<file path="config.mk">
export PLATFORM = sky130hd
export DESIGN_NAME = led_matrix_scan_driver
export DESIGN_NICKNAME = d
export VERILOG_FILES = /design/src/rtl/core/lmsd_pkg.sv /design/src/rtl/core/led_matrix_scan_driver.sv /design/src/rtl/core/lmsd_frame_store.sv
export SDC_FILE = /design/constraint.sdc
export NUM_CORES = 2
export LEC_CHECK = 0
export ABC_CLOCK_PERIOD_IN_PS = 11290
export BUFFER_PORTS_ARGS = -buffer_cell sky130_fd_sc_hd__buf_4
export CELL_PAD_IN_SITES_DETAIL_PLACEMENT = 0
export CELL_PAD_IN_SITES_GLOBAL_PLACEMENT = 1
export CORE_AREA = 3 3 470 472
export CTS_BUF_LIST = sky130_fd_sc_hd__clkbuf_8
export DETAILED_ROUTE_END_ITERATION = 10
export DIE_AREA = 0 0 473 475
export HOLD_SLACK_MARGIN = 0.02
export PLACE_DENSITY = 0.93
export SYNTH_ARGS = -nofsm -noshare
export SYNTH_HDL_FRONTEND = slang
export SYNTH_HIERARCHICAL = 1
export SYNTH_SLANG_ARGS = --single-unit
</file>
<file path="constraint.sdc">
create_clock -name clock -period 11.29 [get_ports clock]
set_input_delay 1.129 -clock clock [delete_from_list [all_inputs] [get_ports clock]]
set_output_delay 1.129 -clock clock [all_outputs]
set_load 0.005 [all_outputs]
</file>
<file path="src/rtl/core/lmsd_pkg.sv">
// Shared types and constants for the LED matrix scan driver.
// Used by lmsd_frame_store and led_matrix_scan_driver; depends on nothing.
package lmsd_pkg;

   // Request codes on req_type
   localparam logic [1:0] REQ_SET_PIXEL = 2'd0;
   localparam logic [1:0] REQ_FILL      = 2'd1;
   localparam logic [1:0] REQ_SCAN_TICK = 2'd2;

   // Control and status register indexes
   localparam logic [7:0] CSR_PANEL_WIDTH = 8'd0;
   localparam logic [7:0] CSR_SCAN_ROWS   = 8'd1;

   localparam logic [6:0] PANEL_WIDTH_RST = 7'd32;
   localparam logic [4:0] SCAN_ROWS_RST   = 5'd16;

   // Color bits as carried on the ports: bit 0 red, bit 1 green, bit 2 blue
   localparam int COLOR_W = 3;

   typedef struct packed {
      logic               start;
      logic [COLOR_W-1:0] color;
   } fill_cmd_type;

endpackage

</file>
<file path="src/rtl/core/led_matrix_scan_driver.sv">
// Top level of the LED matrix scan driver: command port, control registers, row scan.
// Depends on lmsd_pkg and lmsd_frame_store.
//
// After reset the block clears every entry of its pixel memory with busy high;
// configuration writes are taken meanwhile. A set-pixel transaction writes the
// memory at the accepting edge and busy does not rise. A fill walks the memory
// through its single write port, one entry a cycle, so busy stays high until every
// entry is written. A scan tick reads one column a cycle from the memory read port:
// busy stays high until the last of the effective panel width (8 to 64 columns) is
// read, and the results appear on consecutive cycles, the first once the scan state
// has issued column zero and its read data is registered, each for exactly one cycle
// under rsp_strobe. The receiver cannot stall, so it must take every strobed result.
// csr_ready is always high; write the control registers only while busy is low and
// no results are pending.
module led_matrix_scan_driver
   import lmsd_pkg::*;
#(
   parameter int MAX_WIDTH    = 64,
   parameter int MAX_ROWS     = 16,
   parameter int COLOR_PLANES = 3
) (
   input  logic       clock,
   input  logic       reset,
   // command channel
   input  logic       start,
   output logic       busy,
   input  logic [1:0] req_type,
   input  logic [5:0] req_pixel_x,
   input  logic [3:0] req_pixel_y,
   input  logic       req_red_on,
   input  logic       req_green_on,
   input  logic       req_blue_on,
   // result channel
   output logic       rsp_strobe,
   output logic       rsp_data_red,
   output logic       rsp_data_green,
   output logic       rsp_data_blue,
   output logic [3:0] rsp_row_address,
   output logic       rsp_latch_last,
   // control register write channel
   input  logic       csr_valid,
   output logic       csr_ready,
   input  logic [7:0] csr_index,
   input  logic [7:0] csr_wdata
);

   localparam int DEPTH  = MAX_WIDTH * MAX_ROWS;
   localparam int ADDR_W = $clog2(DEPTH);
   localparam int COL_W  = $clog2(MAX_WIDTH);
   localparam int WCW    = COL_W + 1;

   typedef enum logic {
      S_IDLE,
      S_SCAN
   } state_type;

   state_type          state_ff, state_in;
   logic [COL_W-1:0]   col_ff, col_in;
   logic [3:0]         row_ff, row_in;
   logic [3:0]         row_cnt_ff, row_cnt_in;
   logic               rsp_strobe_ff;
   logic               rsp_last_ff;
   logic [3:0]         rsp_row_ff;

   logic [6:0]         panel_width_ff;
   logic [4:0]         scan_rows_ff;

   logic [6:0]         width_round;
   logic [WCW-1:0]     width_eff;
   logic [4:0]         rows_eff;
   logic               accept;
   logic               scan_last;
   logic [3:0]         row_sel;
   logic [3:0]         row_next;
   logic               pixel_in_range;
   logic               px_wr_en;
   logic [ADDR_W-1:0]  px_wr_addr;
   logic [COLOR_W-1:0] req_color;
   logic [ADDR_W-1:0]  rd_addr;
   logic [COLOR_PLANES-1:0] rd_data;
   logic [COLOR_W-1:0] rd_color;
   logic               sweep_busy;
   fill_cmd_type       fill_cmd;

   // Effective geometry: width rounded down to eight and clamped, rows clamped
   assign width_round = {panel_width_ff[6:3], 3'b000};

   always_comb begin
      if (width_round < 7'd8) begin
         width_eff = WCW'(8);
      end else if (int'(width_round) > MAX_WIDTH) begin
         width_eff = WCW'(MAX_WIDTH);
      end else begin
         width_eff = WCW'(width_round);
      end
   end

   always_comb begin
      if (scan_rows_ff == 5'd0) begin
         rows_eff = 5'd1;
      end else if (int'(scan_rows_ff) > MAX_ROWS) begin
         rows_eff = 5'(MAX_ROWS);
      end else begin
         rows_eff = scan_rows_ff;
      end
   end

   assign busy   = (state_ff != S_IDLE) || sweep_busy;
   assign accept = start && !busy;

   assign req_color = {req_blue_on, req_green_on, req_red_on};

   assign pixel_in_range = (int'(req_pixel_x) < int'(width_eff)) &&
                           ({1'b0, req_pixel_y} < rows_eff);
   assign px_wr_en   = accept && (req_type == REQ_SET_PIXEL) && pixel_in_range;
   assign px_wr_addr = ADDR_W'(int'(req_pixel_y) * MAX_WIDTH + int'(req_pixel_x));

   assign fill_cmd.start = accept && (req_type == REQ_FILL);
   assign fill_cmd.color = req_color;

   // Scan a stale counter as row zero when the row count shrank
   assign row_sel  = ({1'b0, row_cnt_ff} >= rows_eff) ? 4'd0 : row_cnt_ff;
   assign row_next = (({1'b0, row_sel} + 5'd1) >= rows_eff) ? 4'd0 : (row_sel + 4'd1);

   assign scan_last = (({1'b0, col_ff} + WCW'(1)) == width_eff);
   assign rd_addr   = ADDR_W'(int'(row_ff) * MAX_WIDTH + int'(col_ff));

   always_comb begin
      state_in   = state_ff;
      col_in     = col_ff;
      row_in     = row_ff;
      row_cnt_in = row_cnt_ff;
      case (state_ff)
         S_IDLE: begin
            if (accept && (req_type == REQ_SCAN_TICK)) begin
               state_in   = S_SCAN;
               col_in     = '0;
               row_in     = row_sel;
               row_cnt_in = row_next;
            end
         end
         S_SCAN: begin
            col_in = col_ff + COL_W'(1);
            if (scan_last) begin
               state_in = S_IDLE;
            end
         end
         default: state_in = S_IDLE;
      endcase
   end

   // Read data lands in the cycle after the column is issued; carry its tags alongside
   always_ff @(posedge clock) begin
      if (reset) begin
         state_ff      <= S_IDLE;
         row_cnt_ff    <= '0;
         rsp_strobe_ff <= 1'b0;
      end else begin
         state_ff      <= state_in;
         row_cnt_ff    <= row_cnt_in;
         rsp_strobe_ff <= (state_ff == S_SCAN);
      end
      col_ff      <= col_in;
      row_ff      <= row_in;
      rsp_last_ff <= scan_last;
      rsp_row_ff  <= row_ff;
   end

   always_ff @(posedge clock) begin
      if (reset) begin
         panel_width_ff <= PANEL_WIDTH_RST;
         scan_rows_ff   <= SCAN_ROWS_RST;
      end else if (csr_valid && csr_ready) begin
         case (csr_index)
            CSR_PANEL_WIDTH: panel_width_ff <= csr_wdata[6:0];
            CSR_SCAN_ROWS:   scan_rows_ff   <= csr_wdata[4:0];
            default: ;
         endcase
      end
   end

   assign csr_ready = 1'b1;

   lmsd_frame_store #(
      .DEPTH  (DEPTH),
      .PLANES (COLOR_PLANES),
      .ADDR_W (ADDR_W)
   ) u_store (
      .clock      (clock),
      .reset      (reset),
      .fill_cmd   (fill_cmd),
      .wr_en      (px_wr_en),
      .wr_addr    (px_wr_addr),
      .wr_data    (req_color[COLOR_PLANES-1:0]),
      .rd_en      (state_ff == S_SCAN),
      .rd_addr    (rd_addr),
      .rd_data    (rd_data),
      .sweep_busy (sweep_busy)
   );

   // Planes that are not stored read as zero
   assign rd_color = COLOR_W'(rd_data);

   assign rsp_strobe      = rsp_strobe_ff;
   assign rsp_data_red    = rd_color[0];
   assign rsp_data_green  = rd_color[1];
   assign rsp_data_blue   = rd_color[2];
   assign rsp_row_address = rsp_row_ff;
   assign rsp_latch_last  = rsp_last_ff;

   a_strobe_follows_scan: assert property (@(posedge clock) disable iff (reset)
      rsp_strobe |-> $past(state_ff == S_SCAN))
      else $error("result strobe without a scanned column");

   a_latch_ends_scan: assert property (@(posedge clock) disable iff (reset)
      (rsp_strobe && rsp_latch_last) |-> (state_ff == S_IDLE))
      else $error("scan still running after latch column");

   a_scan_excludes_sweep: assert property (@(posedge clock) disable iff (reset)
      (state_ff == S_SCAN) |-> !sweep_busy)
      else $error("scan overlaps fill sweep");

   a_scan_row_in_range: assert property (@(posedge clock) disable iff (reset)
      (state_ff == S_SCAN) |-> ({1'b0, row_ff} < rows_eff))
      else $error("scanned row beyond row count");

endmodule

</file>
<file path="src/rtl/core/lmsd_frame_store.sv">
// Pixel memory of the LED matrix scan driver with its fill sweeper.
// Depends on lmsd_pkg; instantiated by led_matrix_scan_driver.
module lmsd_frame_store
   import lmsd_pkg::*;
#(
   parameter int DEPTH  = 1024,
   parameter int PLANES = 3,
   parameter int ADDR_W = $clog2(DEPTH)
) (
   input  logic              clock,
   input  logic              reset,
   input  fill_cmd_type      fill_cmd,
   input  logic              wr_en,
   input  logic [ADDR_W-1:0] wr_addr,
   input  logic [PLANES-1:0] wr_data,
   input  logic              rd_en,
   input  logic [ADDR_W-1:0] rd_addr,
   output logic [PLANES-1:0] rd_data,
   output logic              sweep_busy
);

   typedef enum logic {
      S_READY,
      S_SWEEP
   } state_type;

   state_type           state_ff, state_in;
   logic [ADDR_W-1:0]   sweep_addr_ff, sweep_addr_in;
   logic [PLANES-1:0]   sweep_color_ff, sweep_color_in;
   logic [PLANES-1:0]   mem [DEPTH];
   logic [PLANES-1:0]   rd_data_ff;
   logic                mem_we;
   logic [ADDR_W-1:0]   mem_waddr;
   logic [PLANES-1:0]   mem_wdata;
   logic                sweep_last;

   assign sweep_last = (sweep_addr_ff == ADDR_W'(DEPTH - 1));

   always_comb begin
      state_in       = state_ff;
      sweep_addr_in  = sweep_addr_ff;
      sweep_color_in = sweep_color_ff;
      case (state_ff)
         S_READY: begin
            if (fill_cmd.start) begin
               state_in       = S_SWEEP;
               sweep_addr_in  = '0;
               sweep_color_in = fill_cmd.color[PLANES-1:0];
            end
         end
         S_SWEEP: begin
            sweep_addr_in = sweep_addr_ff + ADDR_W'(1);
            if (sweep_last) begin
               state_in = S_READY;
            end
         end
         default: state_in = S_READY;
      endcase
   end

   // Reset starts a clearing pass with black
   always_ff @(posedge clock) begin
      if (reset) begin
         state_ff       <= S_SWEEP;
         sweep_addr_ff  <= '0;
         sweep_color_ff <= '0;
      end else begin
         state_ff       <= state_in;
         sweep_addr_ff  <= sweep_addr_in;
         sweep_color_ff <= sweep_color_in;
      end
   end

   assign mem_we    = (state_ff == S_SWEEP) || wr_en;
   assign mem_waddr = (state_ff == S_SWEEP) ? sweep_addr_ff : wr_addr;
   assign mem_wdata = (state_ff == S_SWEEP) ? sweep_color_ff : wr_data;

   always_ff @(posedge clock) begin
      if (mem_we) begin
         mem[mem_waddr] <= mem_wdata;
      end
   end

   always_ff @(posedge clock) begin
      if (rd_en) begin
         rd_data_ff <= mem[rd_addr];
      end
   end

   assign rd_data    = rd_data_ff;
   assign sweep_busy = (state_ff == S_SWEEP);

   a_no_write_during_sweep: assert property (@(posedge clock) disable iff (reset)
      (state_ff == S_SWEEP) |-> !wr_en)
      else $error("pixel write collided with fill sweep");

   a_no_read_during_sweep: assert property (@(posedge clock) disable iff (reset)
      (state_ff == S_SWEEP) |-> !rd_en)
      else $error("scan read during fill sweep");

   a_fill_only_when_ready: assert property (@(posedge clock) disable iff (reset)
      fill_cmd.start |-> (state_ff == S_READY))
      else $error("fill started while sweep in progress");

endmodule

</file>
Word-level counts from Yosys, hierarchy flattened. Memory sizes are Yosys's and may differ from the RTL's. A register that Yosys moved wholly into a read port is not among the register bits. Index checks and enable logic that the tools add are counted.

Memories: 1. Bits of input ports: 35. Register bits: 47. Bits in writable memories: 3072.

Memory list: u_store.mem (depth 1024, width 3, read ports 1, clocked after Yosys merged registers in 1, wr ports 1, line lmsd_frame_store.sv:30) `logic [PLANES-1:0] mem [DEPTH];`.

Multiplexer cells: 20. Reductions and logical operators: 16. Bitwise gates (word level): 2. Add/subtract/negate cells: 7. Magnitude comparators: 7. Equality and inequality tests: 7.

Operators by type and width (count): $add 10x6->10 (2); $mux 10 (2); $pmux 10 s2 (1); $mux 7 (2); $pmux 6 s2 (1); $add 10x1->10 const B (1); $eq 10x10->1 const B (1); $mux 5 (2); $eq 8x1->1 const B (1); $logic_not 8->1 (1); $mux 4 (2); $reduce_and 2->1 (4); $add 6x1->7 const B (1); $eq 7x7->1 (1); $gt 7x7->1 const B (1); $lt 6x7->1 (1); $lt 7x4->1 const B (1); $add 6x1->6 const B (1); $logic_and 1x1->1 (6); $mux 1 (6); $mux 6 (1); $add 4x1->5 const B (1); $ge 4x5->1 (1); $ge 5x5->1 (1); other kinds (13) (17).

Depth between registers and ports, before layout.
Word-level depth: 9. Mapped depth: 17. Mapped depth without buffers: 17.

Hierarchy. The synthesis kept the hierarchy.

By module, submodules not included: lmsd_frame_store (times used 1, cells each 6664, area each 124142.8 um^2, sequential area each 92618.8 um^2); led_matrix_scan_driver (times used 1, cells each 171, area each 1676.6 um^2, sequential area each 700.7 um^2).

Worst setup path before layout. No wires, ideal clock.

Path type: flip-flop to flip-flop. Start point: reg u_store.state_ff (netlist: u_store/sweep_busy). End point: mem u_store.mem[0][0], data pin. Data required time: 9667 ps. Period minus slack after synthesis: 10069 ps. Slack: 1221 ps. Stages on the path, launching flop included: 6. Data arrival time: 8446 ps. Cell sequence: dfxtp_1 -> clkbuf_1 -> clkbuf_1 -> clkbuf_1 -> buf_1 -> mux2_2.

Cells in the longest elaborated chain, start to end: 1.

Ends and longest elaborated chain: start: declaration (line lmsd_frame_store.sv:27) `state_type state_ff, state_in;`; start signal: assignment (line lmsd_frame_store.sv:68) `state_ff <= state_in;`; $mux 3 (line lmsd_frame_store.sv:76) `assign mem_wdata = (state_ff == S_SWEEP) ? sweep_color_ff : wr_data;`; via u_store.mem_wdata[0] (line lmsd_frame_store.sv:34) `logic [PLANES-1:0] mem_wdata;`; end: declaration (line lmsd_frame_store.sv:30).

The timed path passes the listed nets, and every way through them passes these cells.

Final worst setup path.
Start point: reg col_ff[1]. End point: reg u_store.rd_data_ff[2] (netlist: u_store/rd_data[2]), read port of u_store.mem, data pin.

Cells in the longest elaborated chain, start to end: 1.

Ends and longest elaborated chain: start: declaration (line led_matrix_scan_driver.sv:58) `logic [COL_W-1:0] col_ff, col_in;`; start signal: assignment (line led_matrix_scan_driver.sv:163) `col_ff <= col_in;`; $add 10x6->10 (line led_matrix_scan_driver.sv:126) `assign rd_addr = ADDR_W'(int'(row_ff) * MAX_WIDTH + int'(col_ff));`; end: declaration (line lmsd_frame_store.sv:31) `logic [PLANES-1:0] rd_data_ff;`.

No other way between the ends. A chain may end at the register's enable or synchronous reset.

==> run metrics <==
#FFs+latches synth 3,119; setup TNS 0 ns; MaxCap Viol Count 0; main area contributors after synthesis edfxtp_1, mux4_2, nor2_1, mux2i_1, clkbuf_1; clock net sink count 3,119; Comb pwr share 0.5%; crit path DAT approximately 6.7 ns; maximum VDD drop 0.122 mV; required time of the critical path 12.09 ns; die height 475 µm; hold bufs inserted after CTS 0; synthesized instance count 6,835; Initial DRC Count 11,300; fraction of registers with async set or reset after synthesis 0%; final max-slew violation count 0; syn_nets 6,887; Total Routing Usage GR 28.7%; DP Area 0.128 mm²; Vias/cell a little under 7; # DRC 0; Pwr per Cell Area 154 mW/mm²; drt wl/cell 31.7 µm; yosys warns 6; Syn-to-layout area delta 8.48%; RSZ-0062 raised after global routing false; Final min period approximately 5.9 ns; ys flop type edfxtp_1; Pint about 17 mW; Least-Margin Pin Slew 1.46 ns; Post-synth top cells edfxtp_1, nor2_1, mux4_2, mux2i_1, clkbuf_1; GR Overflow Total 0; Syn Area/Cell 18.4 µm²; Clock Tree Buf Depth 4; setup violators final 0; max frequency 168 MHz; CP Class flop to flop; clock root buffer clkbuf_8; CP startpoint kind flop; normalized max-slew margin approximately 2.5%; EDFF count, synth 3,085; antenna violations before repair 12; Netlist cell types 92; Resize count post-CTS 0; Initial Util 58.0%; TritonRoute pass-1 iters 8; CTS Buf Count 457; Leakage 42.0 nW; final net count 7,033; CTS tree done; critical path capture point type flop; first-pass GRT wire length 466,000 µm; # port buffers 43; row cnt 171; Placer Congestion between 0.8 and 0.9; Yosys top cell area share 73.6%; via count 69,700; switching share of power roughly 20%; die area between 0.2 and 0.25 mm²; ratio of cells with drive above 1 in the final layout 19.9%; post-route ant nets 0; Seq pwr share roughly 60%; register area share after synthesis 74.2%; Worst Skew ~0.085 ns; post-route design area 0.136 mm²; Final Hold Vio Count 0; vias in the first global route 69,000; HPWL Detailed about 180,000 µm; worst skew pair latency 1.11 ns; Routed WL roughly 320,000 µm; Max FO, Critical Path 107; H-tree levels 5; Synth Cell Area between 0.1 and 0.15 mm²; Reg clk slew, reported paths 0.06 ns; Core ar. 0.217 mm²; clock share of power 39.6%; postcts setup bufs 0; status completed; switching pwr 4.24 mW; die width 473 µm; largest net degree at the start of global routing 269; Hold Path Class primary input to flop; Synth area leader edfxtp_1; period utilization 52.6%; top-count cell post-synth edfxtp_1; I/O pin total 46
path summary, 6_finish.rpt:
path / start / to / slack (ns) / cells after the start
worst min-delay path: csr_wdata[4] / scan_rows_ff[4] / 0.26 / 3
worst max register to register: col_ff[1] / u_store/rd_data[2] / 5.35 / 11
worst min register to register: row_ff[1] / rsp_row_address[1] / 0.39 / 0
worst max-delay path: col_ff[1] / u_store/rd_data[2] / 5.35 / 11
per-layer routing:
metal,vias up,global-route usage (%),part of all wire (%)
li1,27800,-,-
met1,35300,38.8,34
met2,5702,44.0,47
met3,872,7.69,15
met4,6,13.8,5.1
met5,-,0,0.014
cells by family after synthesis:
kind of cell    after synthesis  synth area share, %
compound gates              609                 3.40
xor+xnor                     11               0.0766
fa+ha+maj                    17                0.169
mux                        1019                 14.7
other cells                   1              0.00298
flops                      3119                 74.2
buf+inv                     518                 2.41
simple gates               1541                 5.12
area by class of cell:
type,instances,area [µm²]
Antenna cell,13,32.5
Clock buffer,462,6360
Clock inverter,354,1880
Fill cell,14000,80500
Inverter,19,76.3
Multi-Input combinational cell,3198,29700
Sequential cell,3119,93300
Tap cell,2854,3570
Timing Repair Buffer,186,1550
cells in the final DEF (no fill, tap or decap), types with 19 or more instances in the layout:
cell      netlist  final
a22oi_1        85     85
mux2_2         26     23
mux4_1         30     30
clkinv_1        0    140
o22ai_1        70     70
clkbuf_8        3    462
nor4_1         24     20
o221ai_1      110    110
nand3_1        44     44
buf_4          32    174
a221oi_1       27     27
a31oi_1        19     19
mux4_2        617    617
nor2_1       1095   1090
a211oi_1       20     20
o21ai_0        67     67
a21oi_1       114    114
edfxtp_1     3085   3085
inv_1          18    138
mux2i_1       345    345
dfxtp_1        34     33
nor3_1         85     85
nand2_1       153    133
clkinv_2        0     68
power groups by stage:
stage	Clock, mW	Combinational, mW	Sequential, mW
after floorplan	0	0.0361	12.8
after global placement	0	0.107	12.8
after detailed placement	0	0.108	12.8
after CTS	8.36	0.108	12.5
after global routing	8.88	0.112	12.5
final	8.31	0.113	12.5
sequential cells by signal (all words and copies together), names as in the netlist, 3 cells and up:
register / flops
col_ff: 6
panel_width_ff: 4
row_cnt_ff: 4
row_ff: 4
rsp_row_address: 4
scan_rows_ff: 5
u_store/mem: 3072
u_store/rd_data: 3
u_store/sweep_addr_ff: 10
u_store/sweep_color_ff: 3
worst max-delay path, stage by stage (launching register included):
cell	delay [ns]
edfxtp_1	0.44
buf_12	0.54
buf_12	0.42
buf_4	0.55
buf_4	0.61
mux4_2	0.42
a21oi_1	0.17
a211oi_1	0.17
nor4_1	1.05
nor4_2	0.35
o32ai_1	0.51
nand4_1	0.14
through the flow:
stage               hold slack (ns)  total power [mW]  setup WS, ns  instances  util, %
finish                        0.258              21.0          5.35      10200     62.9
global route                  0.211              21.5          5.26      10200     62.9
CTS                           0.159              21.0          5.50      10200     62.9
detailed placement            0.381              12.9          5.56       9376     59.1
global placement              0.371              12.9          5.65       9376     59.1
floorplan                     0.391              12.8          1.22       6835        -
Note: power is estimated with default switching activity, not from simulation.
